$ cat src/rtl/dvad_pkg.sv
// dvad_pkg: types, constants and helper functions for the dv audio deshuffle block
// depends on nothing; imported by every rtl file of the block except dvad_ram
package dvad_pkg;

    // frame and map sizes
    localparam int FRAME_BYTES  = 144000;
    localparam int PAL_PAIRS    = 1944;
    localparam int NTSC_PAIRS   = 1620;
    localparam int ADDR_W       = 18;
    localparam int INDEX_W      = 11;
    localparam int COUNT_W      = 11;
    localparam int SAMPLE_W     = 16;
    localparam int QUEUE_DEPTH  = 2;
    localparam int QPTR_W       = 1;

    // frame layout
    localparam logic [ADDR_W-1:0] HDR_ADDR     = 18'd3;
    localparam logic [ADDR_W-1:0] PROBE_FIRST  = 18'd483;
    localparam logic [ADDR_W-1:0] BLOCK_STEP   = 18'd1280;
    localparam logic [ADDR_W-1:0] SEQ_WRAP     = 18'd1760;
    localparam logic [ADDR_W-1:0] SEQ_BYTES    = 18'd12000;
    localparam logic [ADDR_W-1:0] PAL_HALF     = 18'd72000;
    localparam logic [ADDR_W-1:0] NTSC_HALF    = 18'd60000;
    localparam logic [7:0]        PACK_ID      = 8'h50;

    // base pair counts per rate and frame rate
    localparam logic [COUNT_W-1:0] BASE_48K_60 = 11'd1580;
    localparam logic [COUNT_W-1:0] BASE_44K_60 = 11'd1452;
    localparam logic [COUNT_W-1:0] BASE_32K_60 = 11'd1053;
    localparam logic [COUNT_W-1:0] BASE_48K_50 = 11'd1896;
    localparam logic [COUNT_W-1:0] BASE_32K_50 = 11'd1264;

    // reciprocals for constant division (scaled by 2^13 or 2^16)
    localparam logic [11:0] RECIP_3    = 12'd2731;
    localparam logic [10:0] RECIP_54   = 11'd1214;
    localparam logic [10:0] RECIP_45   = 11'd1457;
    localparam logic [13:0] RECIP_6    = 14'd10923;
    localparam logic [13:0] RECIP_5    = 14'd13108;

    typedef enum logic [1:0] {
        OP_WRITE   = 2'd0,
        OP_ANALYZE = 2'd1,
        OP_READ    = 2'd2,
        OP_UNUSED  = 2'd3
    } opcode_t;

    typedef enum logic [1:0] {
        ST_OK       = 2'd0,
        ST_NO_INFO  = 2'd1,
        ST_BAD_RATE = 2'd2,
        ST_RANGE    = 2'd3
    } status_t;

    typedef enum logic [1:0] {
        RATE_48K     = 2'd0,
        RATE_44K1    = 2'd1,
        RATE_32K     = 2'd2,
        RATE_UNKNOWN = 2'd3
    } rate_t;

    typedef enum logic [1:0] {
        CMD_WRITE   = 2'd0,
        CMD_ANALYZE = 2'd1,
        CMD_READ    = 2'd2
    } cmd_kind_t;

    typedef enum logic [1:0] {
        FM_PCM16 = 2'd0,
        FM_PCM12 = 2'd1,
        FM_PACK  = 2'd2
    } fetch_mode_t;

    typedef enum logic [3:0] {
        BK_IDLE,
        BK_CALC1,
        BK_CALC2,
        BK_CALC3,
        BK_CALC4,
        BK_FETCH,
        BK_HDR_RD,
        BK_HDR_WAIT,
        BK_PROBE_RD,
        BK_PROBE_CHK,
        BK_LATCH,
        BK_RESULT
    } back_state_t;

    typedef struct packed {
        logic [1:0]         opcode;
        logic [ADDR_W-1:0]  byte_addr;
        logic [7:0]         byte_value;
        logic [INDEX_W-1:0] sample_index;
    } in_item_t;

    typedef struct packed {
        logic [1:0]                 status;
        logic signed [SAMPLE_W-1:0] left_sample;
        logic signed [SAMPLE_W-1:0] right_sample;
        logic [COUNT_W-1:0]         sample_count;
        logic [1:0]                 rate_code;
        logic                       is_pal;
        logic                       fifty_field;
    } out_item_t;

    typedef struct packed {
        cmd_kind_t          kind;
        logic [ADDR_W-1:0]  addr;
        logic [7:0]         value;
        logic [INDEX_W-1:0] index;
    } cmd_t;

    typedef struct packed {
        logic valid;
        cmd_t cmd;
    } push_t;

    typedef struct packed {
        logic              we;
        logic [ADDR_W-1:0] addr;
        logic [7:0]        wdata;
    } mem_req_t;

    // 12-bit nonlinear code to 16-bit linear sample
    function automatic logic signed [SAMPLE_W-1:0] expand12(input logic [11:0] y);
        logic              neg;
        logic [10:0]       p;
        logic [2:0]        sh;
        logic [SAMPLE_W-1:0] v;
        neg = y[11];
        p   = neg ? ~y[10:0] : y[10:0];
        sh  = 3'(p[10:8] - 3'd1);
        if (p < 11'h200)
            v = {5'b0, p};
        else
            v = SAMPLE_W'(11'(p - {sh, 8'h00})) << sh;
        return neg ? ~v : v;
    endfunction

endpackage

$ cat src/rtl/dvad_back.sv
// dvad_back: command sequencer over the frame memory (writes, pack scan, sample fetch)
// depends on dvad_pkg
module dvad_back
    import dvad_pkg::*;
(
    input  logic      clk,
    input  logic      rst_n,
    input  logic      q_valid,
    input  cmd_t      q_cmd,
    output logic      q_pop,
    output mem_req_t  mem_req,
    input  logic [7:0] mem_rdata,
    output logic      result_valid,
    input  logic      result_stall,
    output out_item_t result
);

    back_state_t state_reg, state_next;

    // latched frame info
    logic               info_valid_reg;
    logic [1:0]         rate_reg;
    logic [COUNT_W-1:0] count_reg;
    logic               fifty_reg;
    logic               pal_reg;

    // per-command working registers
    logic [1:0]         status_reg;
    logic               is_read_reg;
    fetch_mode_t        mode_reg;
    logic [INDEX_W-1:0] idx_reg;
    logic [9:0]         q3_reg;
    logic [5:0]         qg_reg;
    logic [3:0]         blk_reg;
    logic [6:0]         byt_reg;
    logic [9:0]         seqsum_reg;
    logic [6:0]         seqq_reg;
    logic [ADDR_W-1:0]  a_reg;
    logic [ADDR_W-1:0]  b_reg;
    logic [2:0]         fcnt_reg;
    logic [7:0]         byte_reg [4];
    logic [ADDR_W-1:0]  probe_reg;
    logic [3:0]         seq_cnt_reg;
    logic [3:0]         blk_cnt_reg;
    logic               result_valid_reg;
    out_item_t          result_reg;

    // datapath terms
    logic [22:0]        prod3;
    logic [21:0]        prodg;
    logic [10:0]        grp;
    logic [5:0]         sub;
    logic [1:0]         r3;
    logic [5:0]         remg;
    logic [1:0]         subsel;
    logic [23:0]        prods;
    logic [2:0]         seq;
    logic [3:0]         nseq;
    logic [ADDR_W-1:0]  addr_a;
    logic [2:0]         fetch_len;
    logic [ADDR_W-1:0]  fetch_addr;
    logic               fetch_done;
    logic               probe_hit;
    logic               probe_last;
    logic               out_free;
    logic [1:0]         read_status;
    logic [COUNT_W-1:0] base_cnt;
    logic [COUNT_W-1:0] new_cnt;
    logic [COUNT_W-1:0] lim_cnt;
    logic [2:0]         smp;
    logic [1:0]         new_rate;
    logic               new_fifty;
    logic signed [SAMPLE_W-1:0] left_w;
    logic signed [SAMPLE_W-1:0] right_w;

    assign out_free     = !result_valid_reg || !result_stall;
    assign result_valid = result_valid_reg;
    assign result       = result_reg;

    // status of a read decided at dispatch
    always_comb
    begin
        if (!info_valid_reg)
            read_status = ST_NO_INFO;
        else if (rate_reg == RATE_UNKNOWN)
            read_status = ST_BAD_RATE;
        else if (q_cmd.index >= count_reg)
            read_status = ST_RANGE;
        else
            read_status = ST_OK;
    end

    // shuffle address arithmetic, spread over the calc stages
    always_comb
    begin
        grp    = pal_reg ? 11'd54 : 11'd45;
        sub    = pal_reg ? 6'd18 : 6'd15;
        nseq   = pal_reg ? 4'd6 : 4'd5;
        prod3  = 23'(idx_reg) * 23'(RECIP_3);
        prodg  = 22'(idx_reg) * 22'(pal_reg ? RECIP_54 : RECIP_45);
        r3     = 2'(idx_reg - 11'(q3_reg) * 11'd3);
        remg   = 6'(idx_reg - 11'(qg_reg) * grp);
        if (remg >= 6'(2 * sub))
            subsel = 2'd2;
        else if (remg >= sub)
            subsel = 2'd1;
        else
            subsel = 2'd0;
        prods  = 24'(seqsum_reg) * 24'(pal_reg ? RECIP_6 : RECIP_5);
        seq    = 3'(seqsum_reg - 10'(seqq_reg) * 10'(nseq));
        addr_a = 18'(seq) * SEQ_BYTES + 18'((18'd6 + 18'(blk_reg) * 18'd16) * 18'd80)
                 + 18'(byt_reg);
    end

    // fetch addresses for the byte burst
    always_comb
    begin
        fetch_len  = (mode_reg == FM_PCM16) ? 3'd4 : 3'd3;
        fetch_done = (fcnt_reg == fetch_len);
        case (mode_reg)
            FM_PCM16:
                fetch_addr = (fcnt_reg[1] ? b_reg : a_reg) + 18'(fcnt_reg[0]);
            FM_PCM12:
                fetch_addr = a_reg + 18'(fcnt_reg[1:0]);
            FM_PACK:
            begin
                if (fcnt_reg == 3'd0)
                    fetch_addr = a_reg + 18'd1;
                else if (fcnt_reg == 3'd1)
                    fetch_addr = a_reg + 18'd3;
                else
                    fetch_addr = a_reg + 18'd4;
            end
            default: fetch_addr = a_reg;
        endcase
    end

    // pack scan end conditions
    assign probe_hit  = (mem_rdata == PACK_ID);
    assign probe_last = (blk_cnt_reg == 4'd8) && (seq_cnt_reg == (pal_reg ? 4'd11 : 4'd9));

    // source pack decode
    always_comb
    begin
        smp       = byte_reg[2][5:3];
        new_fifty = byte_reg[1][5];
        new_rate  = (smp <= 3'd2) ? smp[1:0] : RATE_UNKNOWN;
        case (new_rate)
            RATE_48K:  base_cnt = new_fifty ? BASE_48K_50 : BASE_48K_60;
            RATE_44K1: base_cnt = BASE_44K_60;
            RATE_32K:  base_cnt = new_fifty ? BASE_32K_50 : BASE_32K_60;
            default:   base_cnt = '0;
        endcase
        if (new_rate == RATE_UNKNOWN || (new_rate == RATE_44K1 && new_fifty))
            new_cnt = '0;
        else
            new_cnt = base_cnt + 11'(byte_reg[0][5:0]);
        lim_cnt = pal_reg ? COUNT_W'(PAL_PAIRS) : COUNT_W'(NTSC_PAIRS);
    end

    // sample assembly
    always_comb
    begin
        if (!is_read_reg || status_reg != ST_OK)
        begin
            left_w  = '0;
            right_w = '0;
        end
        else if (mode_reg == FM_PCM12)
        begin
            left_w  = expand12({byte_reg[0], byte_reg[2][7:4]});
            right_w = expand12({byte_reg[1], byte_reg[2][3:0]});
        end
        else
        begin
            left_w  = {byte_reg[0], byte_reg[1]};
            right_w = {byte_reg[2], byte_reg[3]};
        end
    end

    // next state
    always_comb
    begin
        state_next = state_reg;
        case (state_reg)
            BK_IDLE:
            begin
                if (q_valid)
                begin
                    case (q_cmd.kind)
                        CMD_ANALYZE: state_next = BK_HDR_RD;
                        CMD_READ:
                            state_next = (read_status == ST_OK) ? BK_CALC1 : BK_RESULT;
                        default:     state_next = BK_IDLE;
                    endcase
                end
            end
            BK_CALC1:     state_next = BK_CALC2;
            BK_CALC2:     state_next = BK_CALC3;
            BK_CALC3:     state_next = BK_CALC4;
            BK_CALC4:     state_next = BK_FETCH;
            BK_FETCH:
            begin
                if (fetch_done)
                    state_next = (mode_reg == FM_PACK) ? BK_LATCH : BK_RESULT;
            end
            BK_HDR_RD:    state_next = BK_HDR_WAIT;
            BK_HDR_WAIT:  state_next = BK_PROBE_RD;
            BK_PROBE_RD:  state_next = BK_PROBE_CHK;
            BK_PROBE_CHK:
            begin
                if (probe_hit)
                    state_next = BK_FETCH;
                else if (probe_last)
                    state_next = BK_RESULT;
                else
                    state_next = BK_PROBE_RD;
            end
            BK_LATCH:     state_next = BK_RESULT;
            BK_RESULT:
            begin
                if (out_free)
                    state_next = BK_IDLE;
            end
            default:      state_next = BK_IDLE;
        endcase
    end

    // memory port and queue pop
    always_comb
    begin
        q_pop         = 1'b0;
        mem_req.we    = 1'b0;
        mem_req.addr  = q_cmd.addr;
        mem_req.wdata = q_cmd.value;
        case (state_reg)
            BK_IDLE:
            begin
                q_pop      = q_valid;
                mem_req.we = q_valid && (q_cmd.kind == CMD_WRITE);
            end
            BK_HDR_RD:   mem_req.addr = HDR_ADDR;
            BK_PROBE_RD: mem_req.addr = probe_reg;
            BK_FETCH:    mem_req.addr = fetch_addr;
            default:     mem_req.addr = q_cmd.addr;
        endcase
    end

    // state register
    always_ff @(posedge clk or negedge rst_n)
    begin
        if (!rst_n)
            state_reg <= BK_IDLE;
        else
            state_reg <= state_next;
    end

    // latched frame info and output register
    always_ff @(posedge clk or negedge rst_n)
    begin
        if (!rst_n)
        begin
            info_valid_reg   <= 1'b0;
            rate_reg         <= RATE_UNKNOWN;
            count_reg        <= '0;
            fifty_reg        <= 1'b0;
            pal_reg          <= 1'b0;
            result_valid_reg <= 1'b0;
        end
        else
        begin
            if (state_reg == BK_HDR_WAIT)
                pal_reg <= mem_rdata[7];
            if (state_reg == BK_PROBE_CHK && !probe_hit && probe_last)
            begin
                info_valid_reg <= 1'b0;
                rate_reg       <= RATE_UNKNOWN;
                count_reg      <= '0;
                fifty_reg      <= 1'b0;
            end
            if (state_reg == BK_LATCH)
            begin
                info_valid_reg <= 1'b1;
                rate_reg       <= new_rate;
                count_reg      <= (new_cnt > lim_cnt) ? lim_cnt : new_cnt;
                fifty_reg      <= new_fifty;
            end
            if (state_reg == BK_RESULT && out_free)
                result_valid_reg <= 1'b1;
            else if (!result_stall)
                result_valid_reg <= 1'b0;
        end
    end

    // working registers
    always_ff @(posedge clk)
    begin
        case (state_reg)
            BK_IDLE:
            begin
                idx_reg     <= q_cmd.index;
                is_read_reg <= (q_cmd.kind == CMD_READ);
                status_reg  <= (q_cmd.kind == CMD_READ) ? read_status : ST_OK;
                mode_reg    <= (rate_reg == RATE_32K) ? FM_PCM12 : FM_PCM16;
                fcnt_reg    <= '0;
            end
            BK_CALC1:
            begin
                q3_reg <= prod3[22:13];
                qg_reg <= prodg[21:16];
            end
            BK_CALC2:
            begin
                blk_reg    <= 4'(r3) * 4'd3 + 4'(subsel);
                byt_reg    <= 7'd8 + 7'(qg_reg) * ((mode_reg == FM_PCM12) ? 7'd3 : 7'd2);
                seqsum_reg <= q3_reg + 10'({r3, 1'b0});
            end
            BK_CALC3:
                seqq_reg <= prods[22:16];
            BK_CALC4:
            begin
                a_reg <= addr_a;
                b_reg <= addr_a + (pal_reg ? PAL_HALF : NTSC_HALF);
            end
            BK_FETCH:
            begin
                if (!fetch_done)
                    fcnt_reg <= fcnt_reg + 3'd1;
                if (fcnt_reg != 3'd0)
                    byte_reg[2'(fcnt_reg - 3'd1)] <= mem_rdata;
            end
            BK_HDR_WAIT:
            begin
                probe_reg   <= PROBE_FIRST;
                seq_cnt_reg <= '0;
                blk_cnt_reg <= '0;
            end
            BK_PROBE_CHK:
            begin
                if (probe_hit)
                begin
                    a_reg    <= probe_reg;
                    mode_reg <= FM_PACK;
                    fcnt_reg <= '0;
                end
                else if (probe_last)
                    status_reg <= ST_NO_INFO;
                else if (blk_cnt_reg == 4'd8)
                begin
                    blk_cnt_reg <= '0;
                    seq_cnt_reg <= seq_cnt_reg + 4'd1;
                    probe_reg   <= probe_reg + SEQ_WRAP;
                end
                else
                begin
                    blk_cnt_reg <= blk_cnt_reg + 4'd1;
                    probe_reg   <= probe_reg + BLOCK_STEP;
                end
            end
            BK_RESULT:
            begin
                if (out_free)
                begin
                    result_reg.status       <= status_reg;
                    result_reg.left_sample  <= left_w;
                    result_reg.right_sample <= right_w;
                    result_reg.sample_count <= count_reg;
                    result_reg.rate_code    <= rate_reg;
                    result_reg.is_pal       <= pal_reg;
                    result_reg.fifty_field  <= fifty_reg;
                end
            end
            default:
            begin
                fcnt_reg <= fcnt_reg;
            end
        endcase
    end

endmodule

$ cat config.mk
export PLATFORM = sky130hd
export DESIGN_NAME = dvad_back
export DESIGN_NICKNAME = d
export VERILOG_FILES = /design/src/rtl/dvad_pkg.sv /design/src/rtl/dvad_back.sv
export SDC_FILE = /design/constraint.sdc
export NUM_CORES = 1
export LEC_CHECK = 0
export BUFFER_PORTS_ARGS = -buffer_cell sky130_fd_sc_hd__clkbuf_2
export CELL_PAD_IN_SITES_DETAIL_PLACEMENT = 1
export CELL_PAD_IN_SITES_GLOBAL_PLACEMENT = 1
export CORE_UTILIZATION = 50
export DETAILED_ROUTE_END_ITERATION = 6
export PLACE_DENSITY = 0.84
export SLEW_MARGIN = 30
export SYNTH_ARGS = -nofsm -noshare
export SYNTH_HDL_FRONTEND = slang
export SYNTH_SLANG_ARGS = --single-unit
export TNS_END_PERCENT = 100
$ cat constraint.sdc
create_clock -name clk -period 9.3 [get_ports clk]
set_input_delay 0.465 -clock clk [delete_from_list [all_inputs] [get_ports clk]]
set_output_delay 0.465 -clock clk [all_outputs]
set_load 0.03 [all_outputs]
# Word-level counts from Yosys, hierarchy flattened
# Memory sizes are Yosys's and may differ from the RTL's.
# Cells that the tools add are included.
# op_classes
n_addsub	26
n_mul	10
magnitude_cmp	7
eq_ne	35
shift	2
n_mux	85
bitwise	4
reduce_logical	34
# op_table
op	count
two-way mux 16 bit	10
two-way mux 18 bit	7
one-hot mux 18 bit (3 select lines)	2
one-hot mux 18 bit (2 select lines)	2
two-way mux 11 bit	6
one-hot mux 4 bit (12 select lines)	1
two-way mux 4 bit	11
adder 18 x 11 -> 18 bit (second input constant)	2
one-hot mux 11 bit (3 select lines)	1
inverter 16 bit	2
left shift 11 x 3 -> 16 bit	2
two-way mux 2 bit	14
two-way mux 9 bit	3
one-hot mux 4 bit (2 select lines)	3
multiplier 10 x 14 -> 23 bit	1
multiplier 11 x 12 -> 23 bit (second input constant)	1
< comparator 11 x 10 -> 1 bit (second input constant)	2
multiplier 11 x 11 -> 22 bit	1
inverter 11 bit	2
subtractor 11 bit	2
== test 4 bit (second input constant)	5
adder 17 x 16 -> 18 bit	1
adder 18 x 1 -> 18 bit	1
adder 18 x 1 -> 18 bit (second input constant)	1
59 further kinds	120
# word_totals
ff_bits	195
mem_bits_rw	32
in_bits	51
output_inout_bits	78
wordCells	234
memories	1
# mem_list
name	words	word_bits	read_ports	rd_clocked_by_memory_dff	write_ports	line	text
byte_reg	4	8	4	0	1	dvad_back.sv:41	logic [7:0] byte_reg [4];

# Depth between registers and ports, before layout
# Gate-level depths: netlist of run 1.
# An unclocked memory read counts as a cell.
# depth
depth_word	12
depth_mapped	32
depth_no_buf	30

# Worst setup path after synthesis of run 1
# No wires, ideal clock.
# synth_timing
path_type	register to register
from	register pal_reg
to	register b_reg[16], data pin
setup_time_ns	0.135
arrival_ns	6.931
required_time_ns	9.165
setup_slack_ns	2.234
stages_incl_launch_ff	29
n_path_buf	2
period_less_slack_ns	7.066
path_cell_list	dfrtp_1 > buf_1 > clkbuf_1 > mux2_2 > fa_1 > xnor2_1 > xnor2_1 > xnor2_1 > inv_1 > ha_1 > ha_1 > ha_1 > fa_1 > a21o_1 > a21oi_1 > xnor2_1 > ha_1 > ha_1 > nor4_1 > a21oi_1 > a21boi_0 > a21o_1 > a21oi_1 > xnor2_1 > ha_1 > inv_1 > or4_1 > o311a_1 > nand3_1
# synth_via
elab_chain_len	7
# synth_rtl
element	line	text
from (decl)	dvad_back.sv:25	logic pal_reg;
from (signal assigned)	dvad_back.sv:273	pal_reg <= mem_rdata[7];
two-way mux 2 bit	dvad_back.sv:98	nseq = pal_reg ? 4'd6 : 4'd5;
multiplier 7 x 3 -> 3 bit	dvad_back.sv:110	seq = 3'(seqsum_reg - 10'(seqq_reg) * 10'(nseq));
subtractor 3 bit	dvad_back.sv:110	
multiplier 3 x 9 -> 12 bit	dvad_back.sv:111	addr_a = 18'(seq) * SEQ_BYTES + 18'((18'd6 + 18'(blk_reg) * 18'd16) * 18'd80)
adder 17 x 16 -> 18 bit	dvad_back.sv:111	
adder 18 x 7 -> 18 bit	dvad_back.sv:112	+ 18'(byt_reg);
adder 18 x 17 -> 18 bit *	dvad_back.sv:323	b_reg <= addr_a + (pal_reg ? PAL_HALF : NTSC_HALF);
to (signal assigned)	dvad_back.sv:323	
to (decl)	dvad_back.sv:39	logic [ADDR_W-1:0] b_reg;
# Mark *: on every way between the ends. The rest lies on a longest branch, timed or not.
# A chain may end at the register's enable or synchronous reset.

# Worst setup path in the final report of run 1
# Ends and elaborated chain as after synthesis.

==> flow_summary.ini, run 1 <==
[critical_path]
startpoint_type = register
rrSetupSlack_ps = 2100
cp.required_ps = 9720
path_class = reg -> reg
crit_path_max_fanout = 11
arrival_ps = 7630
endpoint_kind = register

[clocking]
cts_sinks = 218
cts_resized = 0
cts_buffers = 26
htreeDepth = 1
clk_pin_slew_ps = 60
clock_path_buffers = 3
clk_latency_ps = 570
cts_tree = done
cts_root_buffer = clkbuf_16

[yosys]
synth.avg_cell_area_um2 = 9.75
ys_ff_latch = 218
yosys_warnings = 0
async_reset_ff_share_pct = 9.63
synth-edff-count = 197
seq_area_frac_synth_pct = 27.6
synthesis.area_mm2 = 0.0233
synth_cell_types = 103
syn_inst = 2393
synth_ff_type = edfxtp_1

[floorplan]
core_region_area_mm2 = 0.0457
die_width_um = 218
rows = 78
start_util_pct = 51.1
die_h_um = 218
die-area_mm2 = 0.0476
boundaryPins = 129

[drt]
drt_iter0_drc = 1219
first_pass_iters = 5
drc = 0
vias = 18600
wl_per_cell_um = 22.4
vias_per_cell = 6.05
ant_nets = 0
totalWireLength_mm = 68.9

[sta]
tightest_slew_ps = 995
fmax_mhz = 139
finalHoldViolCount = 0
skew_ps = 25.6
relSlewSlack_pct = 33.5
fin_crit_ps = 7200
finalMaxSlewViolations = 0
setup_viol = 0
finalCritPeriodShare_pct = 77.5
fin_setup_tns_ps = 0
grt_setup_unrepaired = no

[final_layout]
final_util_pct = 55.2
largest_register_ff_count = 49
final_cells = 3074
layout_common_cells = ha_1 (309), inv_1 (288), edfxtp_1 (197)
fin_nets = 2968
nFillCells = 5135
drive_gt1_share_pct = 9.99
area_growth_pct = 8.03
layout_commonest_cell = ha_1

[place]
port_buffers = 112
place_inst = 3024
dp_hpwl_mm = 53.3
gp_congestion = 0.873

[job]
drv_cap = 0

[global_routing]
antenna_found_initial = 0
grt_pass1_vias = 20400
grt_use_total_pct = 29.3
grt-ovfl-total = 0
grt_pass1_wl_mm = 110
grt_max_degree = 50

[min_path]
hp-class = in -> reg

[run_status]
status = completed
-- layout make-up --
cell class                      count  area (um2)  area share, %
Multi-Input combinational cell   1776       15300           60.8
Sequential cell                   218        6440           25.6
Inverter                          294        1100           4.38
Timing Repair Buffer              137         751           2.98
Tap cell                          600         751           2.98
Clock buffer                       34         732           2.90
Clock inverter                     14         111          0.442
Antenna cell                        1        2.50        0.00992
-- layer usage --
layer / track usage (%) / vias to the layer above / share of wire, %
li1: - / 8484 / -
met1: 35.2 / 9440 / 40
met2: 54.3 / 522 / 53
met3: 2.75 / 149 / 4.5
met4: 9.95 / 0 / 3.2
met5: 0 / - / 0
-- synth_stat cells, types with 6 or more instances --
master    count  area share, %
a211oi_1     22           0.71
a21o_1       37            1.2
a21oi_1     121            2.6
a22oi_1      16           0.51
a311oi_1      6           0.23
a31oi_1      25           0.67
and2_1       26           0.70
and3_1       18           0.48
and4_1        7           0.26
buf_1        14           0.23
buf_2        22           0.47
buf_4        10           0.32
clkbuf_1     58           0.93
dfrtp_1      19            2.0
edfxtp_1    197             25
fa_1        155             13
ha_1        309             17
inv_1       288            4.6
mux2_2       19           0.92
mux2i_1      50            2.1
mux4_2        6           0.58
nand2_1     158            2.5
nand2b_1     26           0.70
nand3_1      53            1.1
nand3b_1     14           0.45
nand4_1      13           0.35
nor2_1      165            2.7
nor2b_1      29           0.78
nor3_1       43           0.92
nor4_1        9           0.24
o211ai_1     16           0.51
o21a_1       13           0.42
o21ai_0     101            2.2
o21bai_1      7           0.23
o22ai_1      15           0.40
o31ai_1       7           0.23
or2_2        11           0.29
or3_1        13           0.35
xnor2_1      90            3.4
xor2_1       53            2.0
-- critical path, cell delays in order (launching register included) --
cell,delay (ps)
dfrtp_2,470
mux2_2,390
fa_1,440
xnor2_1,250
xnor2_1,190
xnor2_1,210
inv_1,140
ha_1,380
ha_1,310
ha_1,270
fa_1,490
a21o_1,220
a21oi_1,190
xnor2_1,150
ha_1,270
ha_1,400
nor4_1,340
a21oi_1,80
a21boi_0,190
a21o_1,220
a21oi_1,160
xnor2_1,110
ha_1,330
inv_1,120
or4_1,520
o311a_1,150
nand3_1,80
-- final timing paths --
kind,from,to,cells after the start
max,pal_reg,b_reg[16],26
min,q_cmd[2],idx_reg[2],1
max reg2reg,pal_reg,b_reg[16],26
min reg2reg,byt_reg[3],b_reg[3],0
max in group asynchronous,rst_n,pal_reg,2
min in group asynchronous,rst_n,fifty_reg,2
-- kinds of logic (layout without fill, tap and decap cells) --
group,after synthesis,count (layout),share of synthesized area [%]
and+or+nand+nor,611,611,12.9
AOI/OAI and AO/OA,470,470,13.3
adders and majority gates,464,464,29.9
buffers and inverters,404,479,6.96
DFF,218,218,27.6
xor gates and xnor gates,146,146,5.60
muxes,78,78,3.79
other,2,8,0.0322
-- per-stage QoR --
step | setup slack, ps | hold slack (ps) | instance area, um2
floorplan | 2230 | 169 | 23400
global placement | 2660 | 436 | 24400
detailed placement | 2260 | 441 | 24400
CTS | 2170 | 77.1 | 25200
global route | 1720 | 80.3 | 25200
finish | 2100 | 98.3 | 25200
-- repair_timing --
action / 4_1_cts / 5_1_grt
setup buffers: 0 / 0
hold endpoints to repair: 19 / 0
hold buffers: 1 / 0
Power of run 1 is not shown: default switching activity piles up to over one toggle a cycle in this logic, so the estimate is an artifact.
==> run 2, diff against run 1 <==
- clock period: 9.3 -> 6.7 ns (I/O delays scaled with it)
==> flow_summary.ini, run 2 (synthesis gave the netlist of run 1 again) <==
[critical_path]
rr_endpoint = b_reg[16]
reg2reg_depth = 29
crit_path_max_fanout = 6
cpMostUsedCell = ha_1
rrSetupSlack_ps = 210
worst_path_largest_cell_delay_ps = 500
startpoint_type = register
path_class = reg -> reg
endpoint_kind = register
regToRegStartpoint = seqq_reg[0]
worst_path_max_delay_cell = or4_1
arrival_ps = 6900
cp.required_ps = 7110

[clocking]
clk_latency_ps = 580
cts_sinks = 218
htreeDepth = 1
cts_buffers = 27
clk_pin_slew_ps = 60
cts_tree = done
cts_root_buffer = clkbuf_16
clock_path_buffers = 3

[sta]
fin_crit_ps = 6490
finalMaxSlewViolations = 0
finalCritPeriodShare_pct = 96.9
relSlewSlack_pct = 35.6
finalHoldViolCount = 0
fmax_mhz = 154
setup_viol = 0
tightest_slew_ps = 965
skew_ps = 44.0
final.setup.worst_slack_ps = 205

[drt]
totalWireLength_mm = 70.3
wl_per_cell_um = 22.7
vias_per_cell = 6.09
routedLengthMet1_mm = 27.4
first_pass_iters = 7
vias = 18800
drc = 0
ant_nets = 0
wl_met3_mm = 3.77
top_layer_used = met5
drt_iter0_drc = 1358
dr_wl_met2_mm = 36.0

[run_status]
status = completed

[final_layout]
multi_input_area_mm2 = 0.0154
layout_commonest_cell = ha_1
nFillCells = 5147
drive_gt1_share_pct = 11.2
fin_nets = 2985
final_cells = 3091
area_growth_pct = 9.27
largest_register_ff_count = 49
layout_common_cells = ha_1 (304), inv_1 (287), edfxtp_1 (197)
num_antenna_cells = 0
final_util_pct = 55.8
regArea_mm2 = 0.00644

[place]
dp_hpwl_mm = 52.2
gp_congestion = 0.901
port_buffers = 112
dp_slack_ps = -128
place_inst = 3028

[global_routing]
antenna_found_initial = 2
grt_max_degree = 50
grt_pass1_wl_mm = 111
grt-ovfl-total = 0
grt_use_total_pct = 29.7
grt_pass1_vias = 20500

[floorplan]
die-area_mm2 = 0.0476
rows = 78
core_region_area_mm2 = 0.0457
start_util_pct = 51.1
die_h_um = 218
die_width_um = 218
boundaryPins = 129

[min_path]
holdPathEnd = idx_reg[8]
hp-class = in -> reg
holdPathStages = 1
min_from = q_cmd[8]

[job]
drv_cap = 0
==> run 2: cell count changes in the layout (fill, tap and decap cells not counted), sizes merged <==
cell         delta
buf             +8
clkbuf          -3
clkinv          +2
diode           -1
bufinv          +2
inv             +1
dlygate4sd3     +8
==> run 2: worst max-delay path by stage <==
stage          slack [ps]         from  cells past startpoint         to
2_1_floorplan          20      pal_reg                     28  b_reg[16]
5_1_grt               -80  seqq_reg[0]                     29  b_reg[16]
6_report              210  seqq_reg[0]                     29  b_reg[16]
4_1_cts                10  seqq_reg[0]                     27  b_reg[16]
3_5_place_dp         -130  seqq_reg[0]                     27  b_reg[16]
3_3_place_gp          170  seqq_reg[0]                     27  b_reg[16]
==> run 2: area by class of cell <==
class                           instances  area share, %
Inverter                              294           4.33
Tap cell                              600           2.94
Sequential cell                       218           25.3
Clock buffer                           31           2.75
Clock inverter                         19          0.765
Timing Repair Buffer                  153           3.49
Multi-Input combinational cell       1776           60.5
==> run 2: metal layers <==
| metal | vias up | GRT usage (%) |
|---|---|---|
| met4 | 4 | 12.6 |
| met5 | - | 0 |
| li1 | 8534 | - |
| met1 | 9454 | 35.6 |
| met3 | 209 | 3.93 |
| met2 | 613 | 53.2 |
==> run 2: through the flow <==
step | cell area, um2 | hold slack [ps] | TNS [ps]
final | 25500 | 41.3 | 0
after CTS | 25400 | 11.8 | 0
after floorplan | 23400 | 39.4 | 0
after global placement | 24400 | 368 | 0
after global routing | 25500 | 37.8 | -114
after detailed placement | 24400 | 376 | -234
==> run 2: critical path, delay by kind of cell (launching register included) <==
kind / cells / cell delay [ps]
AO/OA/AOI/OAI: 7 / 1150
flip-flops: 1 / 420
AND/OR/NAND/NOR: 7 / 1500
adder cells (fa/ha/maj): 8 / 2230
XOR/XNOR: 5 / 830
buffers and inverters: 2 / 210
==> run 2: timing repair <==
action,4_1_cts,5_1_grt
hold endpoints to repair,30,0
endpoints found under the setup margin,2,3
buffers inserted,0,4
gates resized for setup,3,19
pin swaps,0,7
hold buffers,9,0
Power of run 2 is left out for the same reason.
